File: config.mk
export PLATFORM = sky130hd
export DESIGN_NAME = animation_frame_sequencer_top
export DESIGN_NICKNAME = d
export VERILOG_FILES = /design/src/rtl/afs_pkg.sv /design/src/rtl/afs_table.sv /design/src/rtl/afs_divider.sv /design/src/rtl/animation_frame_sequencer_top.sv
export SDC_FILE = /design/constraint.sdc
export NUM_CORES = 1
export LEC_CHECK = 0
export ABC_AREA = 1
export BUFFER_PORTS_ARGS = -buffer_cell sky130_fd_sc_hd__buf_2
export CORE_MARGIN = 1.5
export CORE_UTILIZATION = 50
export DETAILED_ROUTE_END_ITERATION = 8
export GPL_ROUTABILITY_DRIVEN = 0
export PLACE_DENSITY_LB_ADDON = 0.12
export SLEW_MARGIN = 10
export SYNTH_ARGS = -nofsm -noshare
export SYNTH_HDL_FRONTEND = slang
export SYNTH_SLANG_ARGS = --single-unit
export TNS_END_PERCENT = 5
File: constraint.sdc
create_clock -name clk -period 7.37 [get_ports clk]
set_input_delay 0.737 -clock clk [delete_from_list [all_inputs] [get_ports clk]]
set_output_delay 0.737 -clock clk [all_outputs]
set_load 0.02 [all_outputs]
File: src/rtl/afs_pkg.sv
// Shared widths, codes and types for the animation frame sequencer.
package afs_pkg;

    localparam int SLOT_W      = 4;
    localparam int FRAME_IDX_W = 8;
    localparam int PEND_IDX_W  = 9;
    localparam int TOTAL_W     = 9;
    localparam int PERIOD_W    = 16;
    localparam int CHAIN_W     = 5;
    localparam int ELAPSED_W   = 16;
    localparam int WEIGHT_W    = 17;
    localparam int ACC_W       = 32;
    localparam int INC_W       = 23;
    localparam int DIV_W       = 16;
    localparam int STEP_W      = 5;

    localparam int REF_RATE       = 120;
    localparam int DEF_ANIM_SLOTS = 16;
    localparam int DEF_MAX_FRAMES = 256;

    localparam logic OP_TICK  = 1'b0;
    localparam logic OP_WRITE = 1'b1;

    typedef struct packed {
        logic [TOTAL_W-1:0]  total;
        logic [PERIOD_W-1:0] period;
        logic [CHAIN_W-1:0]  chain;
        logic                loops;
    } desc_t;

    typedef struct packed {
        logic              go;
        logic [STEP_W-1:0] steps;
        logic [DIV_W-1:0]  rem_init;
        logic [DIV_W-1:0]  bits;
        logic [DIV_W-1:0]  divisor;
    } div_cmd_t;

    typedef struct packed {
        logic             done;
        logic [DIV_W-1:0] quot;
        logic [DIV_W-1:0] rem;
    } div_rsp_t;

endpackage

File: src/rtl/afs_table.sv
// Descriptor memory with per-entry valid bits; invalid entries read as zero.
module afs_table
    import afs_pkg::*;
#(
    parameter int DEPTH = DEF_ANIM_SLOTS,
    parameter int AW    = 4
)
(
    input  logic          clk,
    input  logic          rst_n,
    input  logic          we,
    input  logic [AW-1:0] waddr,
    input  desc_t         wdata,
    input  logic          re,
    input  logic [AW-1:0] raddr,
    output desc_t         rdata
);

    desc_t              mem [DEPTH];
    logic [DEPTH-1:0]   valid_reg;
    desc_t              rdata_reg;

    always_ff @(posedge clk or negedge rst_n)
    begin
        if (!rst_n)
        begin
            valid_reg <= '0;
        end
        else if (we)
        begin
            valid_reg[waddr] <= 1'b1;
        end
    end

    always_ff @(posedge clk)
    begin
        if (we)
        begin
            mem[waddr] <= wdata;
        end
    end

    always_ff @(posedge clk)
    begin
        if (re)
        begin
            rdata_reg <= valid_reg[raddr] ? mem[raddr] : '0;
        end
    end

    assign rdata = rdata_reg;

endmodule

File: src/rtl/afs_divider.sv
// Shared restoring divider, one quotient bit per cycle.
module afs_divider
    import afs_pkg::*;
(
    input  logic     clk,
    input  logic     rst_n,
    input  div_cmd_t cmd,
    output div_rsp_t rsp
);

    logic              run_reg;
    logic              done_reg;
    logic [STEP_W-1:0] cnt_reg;
    logic [DIV_W-1:0]  rem_reg;
    logic [DIV_W-1:0]  bits_reg;
    logic [DIV_W-1:0]  div_reg;
    logic [DIV_W-1:0]  quot_reg;

    logic [DIV_W:0]    trial;
    logic              ge;
    logic [DIV_W-1:0]  rem_next;

    always_comb
    begin
        trial    = {rem_reg, bits_reg[DIV_W-1]};
        ge       = trial >= {1'b0, div_reg};
        rem_next = ge ? DIV_W'(trial - {1'b0, div_reg}) : trial[DIV_W-1:0];
    end

    always_ff @(posedge clk or negedge rst_n)
    begin
        if (!rst_n)
        begin
            run_reg  <= 1'b0;
            done_reg <= 1'b0;
            cnt_reg  <= '0;
        end
        else
        begin
            done_reg <= 1'b0;
            if (cmd.go)
            begin
                run_reg <= 1'b1;
                cnt_reg <= cmd.steps;
            end
            else if (run_reg)
            begin
                cnt_reg <= cnt_reg - STEP_W'(1);
                if (cnt_reg == STEP_W'(1))
                begin
                    run_reg  <= 1'b0;
                    done_reg <= 1'b1;
                end
            end
        end
    end

    always_ff @(posedge clk)
    begin
        if (cmd.go)
        begin
            rem_reg  <= cmd.rem_init;
            bits_reg <= cmd.bits;
            div_reg  <= cmd.divisor;
            quot_reg <= '0;
        end
        else if (run_reg)
        begin
            rem_reg  <= rem_next;
            bits_reg <= {bits_reg[DIV_W-2:0], 1'b0};
            quot_reg <= {quot_reg[DIV_W-2:0], ge};
        end
    end

    assign rsp.done = done_reg;
    assign rsp.quot = quot_reg;
    assign rsp.rem  = rem_reg;

endmodule

File: src/rtl/animation_frame_sequencer_top.sv
// Animation frame sequencer: descriptor table, blend accumulator and tick sequencer.
//
// Usage: one command channel. A beat is taken at a clock edge with start high
// and busy low. opcode 1 writes a descriptor at that edge and leaves busy low,
// so another command may follow in the next cycle. opcode 0 is a time tick:
// busy rises for the whole tick while the sequencer reads the current and
// pending descriptors, updates the accumulator and runs the shared serial
// divider for the blend weight (16 steps, skipped when the frame advances)
// and for the two frame index remainders (8 and 9 steps, the second skipped
// when the slots differ); the divider loop works one bit per cycle. A tick
// where either descriptor is empty returns to idle once both reads are done
// and gives no beat.
// A result beat shows on the result ports for one cycle with strobe high, in
// the cycle where busy has already fallen; the receiver has no way to stall.
// Reset clears every descriptor valid bit (all entries read as empty), the
// slots, the indices (pending index 1) and the accumulator.
module animation_frame_sequencer_top
    import afs_pkg::*;
#(
    parameter int ANIM_SLOTS = DEF_ANIM_SLOTS,
    parameter int MAX_FRAMES = DEF_MAX_FRAMES
)
(
    input  logic                        clk,
    input  logic                        rst_n,
    input  logic                        start,
    output logic                        busy,
    input  logic                        opcode,
    input  logic [SLOT_W-1:0]           anim_slot,
    input  logic [TOTAL_W-1:0]          frame_total,
    input  logic [PERIOD_W-1:0]         frame_period,
    input  logic signed [CHAIN_W-1:0]   chain_target,
    input  logic                        loops,
    input  logic [ELAPSED_W-1:0]        elapsed,
    output logic                        strobe,
    output logic [SLOT_W-1:0]           from_slot,
    output logic [FRAME_IDX_W-1:0]      from_index,
    output logic [SLOT_W-1:0]           to_slot,
    output logic [FRAME_IDX_W-1:0]      to_index,
    output logic [WEIGHT_W-1:0]         weight
);

    localparam int AW = (ANIM_SLOTS > 1) ? $clog2(ANIM_SLOTS) : 1;

    localparam logic [3:0] S_IDLE = 4'd0;
    localparam logic [3:0] S_RDF  = 4'd1;
    localparam logic [3:0] S_RDT  = 4'd2;
    localparam logic [3:0] S_CMP  = 4'd3;
    localparam logic [3:0] S_DIV  = 4'd4;
    localparam logic [3:0] S_MODF = 4'd5;
    localparam logic [3:0] S_MODT = 4'd6;
    localparam logic [3:0] S_EMIT = 4'd7;

    localparam logic [WEIGHT_W-1:0] WEIGHT_ONE = WEIGHT_W'(65536);

    logic [3:0]             state_reg, state_next;
    logic [SLOT_W-1:0]      cur_slot_reg, pend_slot_reg;
    logic [FRAME_IDX_W-1:0] cur_idx_reg;
    logic [PEND_IDX_W-1:0]  pend_idx_reg;
    logic [ACC_W-1:0]       acc_reg;
    logic [INC_W-1:0]       inc_reg;
    desc_t                  from_desc_reg, to_desc_reg;
    logic                   adv_reg;
    logic [WEIGHT_W-1:0]    weight_calc_reg;
    logic [FRAME_IDX_W-1:0] from_idx_reg, to_idx_reg;

    logic                   strobe_reg;
    logic [SLOT_W-1:0]      out_from_slot_reg, out_to_slot_reg;
    logic [FRAME_IDX_W-1:0] out_from_idx_reg, out_to_idx_reg;
    logic [WEIGHT_W-1:0]    out_weight_reg;

    logic                   accept;
    logic                   tbl_we, tbl_re;
    logic [AW-1:0]          tbl_raddr;
    desc_t                  tbl_wdata, tbl_rdata;
    div_cmd_t               div_cmd;
    div_rsp_t               div_rsp;

    logic [TOTAL_W-1:0]     total_sat;
    logic [ACC_W:0]         acc_sum;
    logic [ACC_W-1:0]       acc_sat;
    logic [PERIOD_W-1:0]    p_eff;
    logic                   adv_calc;
    logic                   empty_hit;

    logic                   changed;
    logic [PEND_IDX_W-1:0]  step_idx;
    logic [PEND_IDX_W-1:0]  last_idx;
    logic                   chain_ok;

    assign accept = start && !busy;
    assign busy   = (state_reg != S_IDLE);

    // descriptor write path
    always_comb
    begin
        total_sat = (32'(frame_total) > MAX_FRAMES) ? TOTAL_W'(MAX_FRAMES) : frame_total;
        tbl_wdata.total  = total_sat;
        tbl_wdata.period = frame_period;
        tbl_wdata.chain  = chain_target;
        tbl_wdata.loops  = loops;
        tbl_we = accept && (opcode == OP_WRITE) && (32'(anim_slot) < ANIM_SLOTS);
    end

    always_comb
    begin
        tbl_re    = 1'b0;
        tbl_raddr = AW'(cur_slot_reg);
        if (accept && (opcode == OP_TICK))
        begin
            tbl_re = 1'b1;
        end
        else if (state_reg == S_RDF)
        begin
            tbl_re    = 1'b1;
            tbl_raddr = AW'(pend_slot_reg);
        end
    end

    afs_table #(
        .DEPTH (ANIM_SLOTS),
        .AW    (AW)
    ) u_table (
        .clk   (clk),
        .rst_n (rst_n),
        .we    (tbl_we),
        .waddr (AW'(anim_slot)),
        .wdata (tbl_wdata),
        .re    (tbl_re),
        .raddr (tbl_raddr),
        .rdata (tbl_rdata)
    );

    afs_divider u_div (
        .clk   (clk),
        .rst_n (rst_n),
        .cmd   (div_cmd),
        .rsp   (div_rsp)
    );

    always_comb
    begin
        acc_sum   = {1'b0, acc_reg} + (ACC_W + 1)'(inc_reg);
        acc_sat   = acc_sum[ACC_W] ? '1 : acc_sum[ACC_W-1:0];
        p_eff     = (from_desc_reg.period == '0) ? PERIOD_W'(256) : from_desc_reg.period;
        adv_calc  = acc_reg >= {8'd0, p_eff, 8'd0};
        empty_hit = (from_desc_reg.total == '0) || (tbl_rdata.total == '0);
    end

    // advance: the new current slot is the pending one, whose descriptor is to_desc_reg
    always_comb
    begin
        changed  = (cur_slot_reg != pend_slot_reg);
        step_idx = changed ? PEND_IDX_W'(1) : PEND_IDX_W'(pend_idx_reg + PEND_IDX_W'(1));
        last_idx = to_desc_reg.total - TOTAL_W'(1);
        chain_ok = !to_desc_reg.chain[CHAIN_W-1]
                   && (32'(to_desc_reg.chain[CHAIN_W-2:0]) < ANIM_SLOTS);
    end

    always_comb
    begin
        state_next       = state_reg;
        div_cmd.go       = 1'b0;
        div_cmd.steps    = STEP_W'(16);
        div_cmd.rem_init = acc_reg[23:8];
        div_cmd.bits     = {acc_reg[7:0], 8'd0};
        div_cmd.divisor  = p_eff;
        unique case (state_reg)
            S_IDLE:
            begin
                if (accept && (opcode == OP_TICK))
                begin
                    state_next = S_RDF;
                end
            end
            S_RDF:
            begin
                state_next = S_RDT;
            end
            S_RDT:
            begin
                state_next = empty_hit ? S_IDLE : S_CMP;
            end
            S_CMP:
            begin
                div_cmd.go = 1'b1;
                if (adv_calc)
                begin
                    div_cmd.steps    = STEP_W'(FRAME_IDX_W);
                    div_cmd.rem_init = '0;
                    div_cmd.bits     = {cur_idx_reg, 8'd0};
                    div_cmd.divisor  = DIV_W'(from_desc_reg.total);
                    state_next       = S_MODF;
                end
                else
                begin
                    state_next = S_DIV;
                end
            end
            S_DIV:
            begin
                if (div_rsp.done)
                begin
                    div_cmd.go       = 1'b1;
                    div_cmd.steps    = STEP_W'(FRAME_IDX_W);
                    div_cmd.rem_init = '0;
                    div_cmd.bits     = {cur_idx_reg, 8'd0};
                    div_cmd.divisor  = DIV_W'(from_desc_reg.total);
                    state_next       = S_MODF;
                end
            end
            S_MODF:
            begin
                if (div_rsp.done)
                begin
                    if (!changed)
                    begin
                        div_cmd.go       = 1'b1;
                        div_cmd.steps    = STEP_W'(PEND_IDX_W);
                        div_cmd.rem_init = '0;
                        div_cmd.bits     = {pend_idx_reg, 7'd0};
                        div_cmd.divisor  = DIV_W'(from_desc_reg.total);
                        state_next       = S_MODT;
                    end
                    else
                    begin
                        state_next = S_EMIT;
                    end
                end
            end
            S_MODT:
            begin
                if (div_rsp.done)
                begin
                    state_next = S_EMIT;
                end
            end
            S_EMIT:
            begin
                state_next = S_IDLE;
            end
            default:
            begin
                state_next = S_IDLE;
            end
        endcase
    end

    always_ff @(posedge clk or negedge rst_n)
    begin
        if (!rst_n)
        begin
            state_reg     <= S_IDLE;
            cur_slot_reg  <= '0;
            pend_slot_reg <= '0;
            cur_idx_reg   <= '0;
            pend_idx_reg  <= PEND_IDX_W'(1);
            acc_reg       <= '0;
            strobe_reg    <= 1'b0;
        end
        else
        begin
            state_reg  <= state_next;
            strobe_reg <= (state_reg == S_EMIT);
            if (state_reg == S_RDT && !empty_hit)
            begin
                acc_reg <= acc_sat;
            end
            if (state_reg == S_EMIT && adv_reg)
            begin
                acc_reg      <= '0;
                cur_slot_reg <= pend_slot_reg;
                cur_idx_reg  <= changed ? '0 : pend_idx_reg[FRAME_IDX_W-1:0];
                if (step_idx > last_idx)
                begin
                    if (chain_ok)
                    begin
                        pend_idx_reg  <= '0;
                        pend_slot_reg <= SLOT_W'(to_desc_reg.chain[CHAIN_W-2:0]);
                    end
                    else if (to_desc_reg.loops)
                    begin
                        pend_idx_reg <= '0;
                    end
                    else
                    begin
                        pend_idx_reg <= last_idx;
                    end
                end
                else
                begin
                    pend_idx_reg <= step_idx;
                end
            end
        end
    end

    // payload, no reset
    always_ff @(posedge clk)
    begin
        if (accept)
        begin
            inc_reg <= INC_W'(elapsed) * INC_W'(REF_RATE);
        end
        if (state_reg == S_RDF)
        begin
            from_desc_reg <= tbl_rdata;
        end
        if (state_reg == S_RDT)
        begin
            to_desc_reg <= tbl_rdata;
        end
        if (state_reg == S_CMP)
        begin
            adv_reg         <= adv_calc;
            weight_calc_reg <= WEIGHT_ONE;
        end
        if (state_reg == S_DIV && div_rsp.done)
        begin
            weight_calc_reg <= {1'b0, div_rsp.quot};
        end
        if (state_reg == S_MODF && div_rsp.done)
        begin
            from_idx_reg <= div_rsp.rem[FRAME_IDX_W-1:0];
            to_idx_reg   <= '0;
        end
        if (state_reg == S_MODT && div_rsp.done)
        begin
            to_idx_reg <= div_rsp.rem[FRAME_IDX_W-1:0];
        end
        if (state_reg == S_EMIT)
        begin
            out_from_slot_reg <= cur_slot_reg;
            out_from_idx_reg  <= from_idx_reg;
            out_to_slot_reg   <= pend_slot_reg;
            out_to_idx_reg    <= to_idx_reg;
            out_weight_reg    <= weight_calc_reg;
        end
    end

    assign strobe     = strobe_reg;
    assign from_slot  = out_from_slot_reg;
    assign from_index = out_from_idx_reg;
    assign to_slot    = out_to_slot_reg;
    assign to_index   = out_to_idx_reg;
    assign weight     = out_weight_reg;

    // a result beat only appears once the tick has finished
    a_strobe_idle: assert property (@(posedge clk) disable iff (!rst_n)
        strobe |-> !busy)
        else $error("result beat while busy");

    a_strobe_single: assert property (@(posedge clk) disable iff (!rst_n)
        strobe |=> !strobe)
        else $error("two result beats in a row");

    a_weight_range: assert property (@(posedge clk) disable iff (!rst_n)
        strobe |-> (weight <= WEIGHT_ONE))
        else $error("weight above unity");

    a_tick_busy: assert property (@(posedge clk) disable iff (!rst_n)
        (start && !busy && (opcode == OP_TICK)) |=> busy)
        else $error("tick accepted without going busy");

    a_write_free: assert property (@(posedge clk) disable iff (!rst_n)
        (start && !busy && (opcode == OP_WRITE)) |=> (!busy && !strobe))
        else $error("descriptor write started a tick");

endmodule
==> flow_metrics.tcl <==
set metrics [dict create \
    status "finished, final reports clean" \
    cp_max_fo 84 \
    start_util 0.5043 \
    startpoint "state_reg[2]$_DFFE_PN0P_" \
    vias 24816 \
    cts_setup_buffers 0 \
    fin_cells 4512 \
    drv_cap 0 \
    worst_pin_slew_ps 1132 \
    routed_via_density 5.500 \
    finalPower_w 0.01377 \
    grt_pass1_wl_um 137400 \
    grt_max_degree 196 \
    synth_seq_cells 801 \
    final_layout_size_suffix_gt1_frac 0.08727 \
    netlist_area_um2 36670 \
    dp_hpwl_um 53910 \
    post-route-period-util 0.5316 \
    cts_sinks 801 \
    irDropWorstVdd_uv 237.5 \
    dpl_worst_slack_ps 3524 \
    grt_use_total 0.2375 \
    overflow 0 \
    cp_data_required_time_ps 7760 \
    synth_ff_type "edfxtp_1" \
    path_clk_slew_ps 60 \
    h-tree-depth 3 \
    dp_cells 4358 \
    arrival_ps 4310 \
    wire_per_inst_um 19.57 \
    numCtsBuffers 85 \
    synth.distinct_cells 45 \
    synth_compound_area_frac 0.08394 \
    min_path_type "input pin to asynchronous set/reset pin" \
    cts_max_path_buffers 3 \
    largest_reg_flops 496 \
    p_leak_nw 16.09 \
    max_freq_mhz 255.2 \
    setup_slack_ps 3452 \
    synth_cells 3404 \
    die_w_um 273.8 \
    cts_tree "yes" \
    drc 0 \
    area_delta_synth_final_pct 11.12 \
    fin_crit_ps 3918 \
    async_flop_share 0.1024 \
    cts_root_buf "clkbuf_16" \
    io_buffers 97 \
    seq_area_frac_synth 0.6402 \
    regToRegStartpoint "state_reg[2]$_DFFE_PN0P_" \
    antenna_found_initial 2 \
    rsz0062_at_grt "no" \
    path_class "flop to flop" \
    drtIter0Drc 2427 \
    synthSimpleGateAreaFrac 0.1589 \
    yosys_warnings 0 \
    synth_adder_area_share 0.04695 \
    rows 99 \
    clk_latency_ps 650 \
    synth-edff-count 702 \
    cts.repair.resized 0 \
    drt-total-wl_um 88300 \
    fin_tns_setup_ps 0 \
    dr.pass1.iters 5 \
    ioPinCount 98 \
    synth_top_family_by_area "simple AND/OR/NAND/NOR gates" \
    fp.dieH_um 273.8 \
    grt_pass1_vias 24052 \
    crit_path_end_kind "flop" \
    slew_headroom 0.2424 \
    drtAntennaViolNets 0 \
    nNetsFinal 3660 \
    synth_xor_area_frac 0.009077 \
    core_um2 72710 \
    die_area_um2 74970 \
    syn_avg_cell_area_um2 10.77 \
    setup_viol 0 \
    cp-start-kind "flop" \
    fin_worst_skew_ps 43.15 \
    maxSlewViolCount 0 \
    syn_nets 3578 \
    cts_hold_buf 0 \
    finalHoldViolCount 0 \
    synth_mux_area_frac 0 \
    powerDensity_nw_per_um2 338.0 \
    reg2reg_depth 13 \
]
==> cell usage in the layout (no fill, tap or decap), types with 22 or more instances in the layout <==
master     count
edfxtp_1     702
nand2_1      620
inv_1        403
nor2_1       348
nand3_1      311
o21ai_0      179
o211ai_1     170
buf_2         96
ha_1          88
a21oi_1       87
clkbuf_16     87
dfrtp_1       81
buf_4         34
fa_1          31
xor2_1        24
nor3_1        24
nand4_1       22
==> cell families (layout without fill, tap and decap cells) <==
logic type / Yosys count / count (layout)
adder cells (fa/ha/maj): 119 / 119
AND/OR/NAND/NOR: 1388 / 1388
AO/OA/AOI/OAI: 509 / 509
buffers and inverters: 549 / 697
XOR/XNOR: 38 / 38
other: 0 / 1
flip-flops: 801 / 801
==> cell usage after synthesis (35+ instances only) <==
library cell	instances	share of area
ha_1	88	0.030
dfrtp_1	81	0.055
buf_2	60	0.0082
o211ai_1	170	0.035
nor2_1	368	0.038
o21ai_0	180	0.025
inv_1	403	0.041
clkbuf_1	35	0.0036
a21oi_1	87	0.012
nand3_1	311	0.042
edfxtp_1	702	0.57
nand2_1	621	0.064
==> power breakdown <==
part	internal (W)	leakage, nW	switching (W)
Sequential	0.00558	7.60	0.000335
Combinational	0.00125	7.22	0.00262
Clock	0.00223	1.27	0.00175
==> final cells by class <==
cell class / count / area, um^2
clock buffer: 108 / 2276
tap: 959 / 1200
sequential: 801 / 23470
antenna: 1 / 2.502
inverter: 413 / 1550
clock inverter: 45 / 336.6
multi-input combinational: 2054 / 11150
timing repair buffer: 131 / 755.7
fill: 6122 / 31970
==> critical path, stage by stage (launching register included) <==
cell,delay (ps)
dfrtp_1,510
inv_1,200
nand2_4,210
nand2_1,130
o21ai_4,70
buf_4,780
buf_4,880
nor2_1,110
o21ai_0,110
nand3_1,110
nand3_1,150
nand2_1,120
nand2_1,90
inv_1,50
==> through the flow <==
stage	util	area [um^2]	hold WS, ps
final	0.5604	40750	22.85
after detailed placement	0.5243	38130	404.5
after CTS	0.5603	40740	3.027
after global placement	0.5243	38130	400.4
after floorplan	-	36670	400.3
after global routing	0.5603	40740	33.45
==> worst paths after layout <==
| check | endpoint | slack (ps) |
|---|---|---|
| max | u_table.rdata[11]$_SDFFCE_PN0P_ | 3450 |
| max in group asynchronous | u_table.valid_reg[11]$_DFFE_PN0P_ | 6150 |
| min | acc_reg[15]$_DFFE_PN0P_ | 20 |
| min reg2reg | weight[8]$_DFFE_PP_ | 420 |
| min in group clk | inc_reg[3]$_DFFE_PP_ | 390 |
| max reg2reg | u_table.rdata[11]$_SDFFCE_PN0P_ | 3450 |
==> metal layers <==
layer	track usage	wire length (um)
met5	0	23
met3	0.02982	4304
met2	0.4024	43180
met1	0.3183	38270
met4	0.07618	2527
No activity file was read; power rests on OpenSTA's default activity.
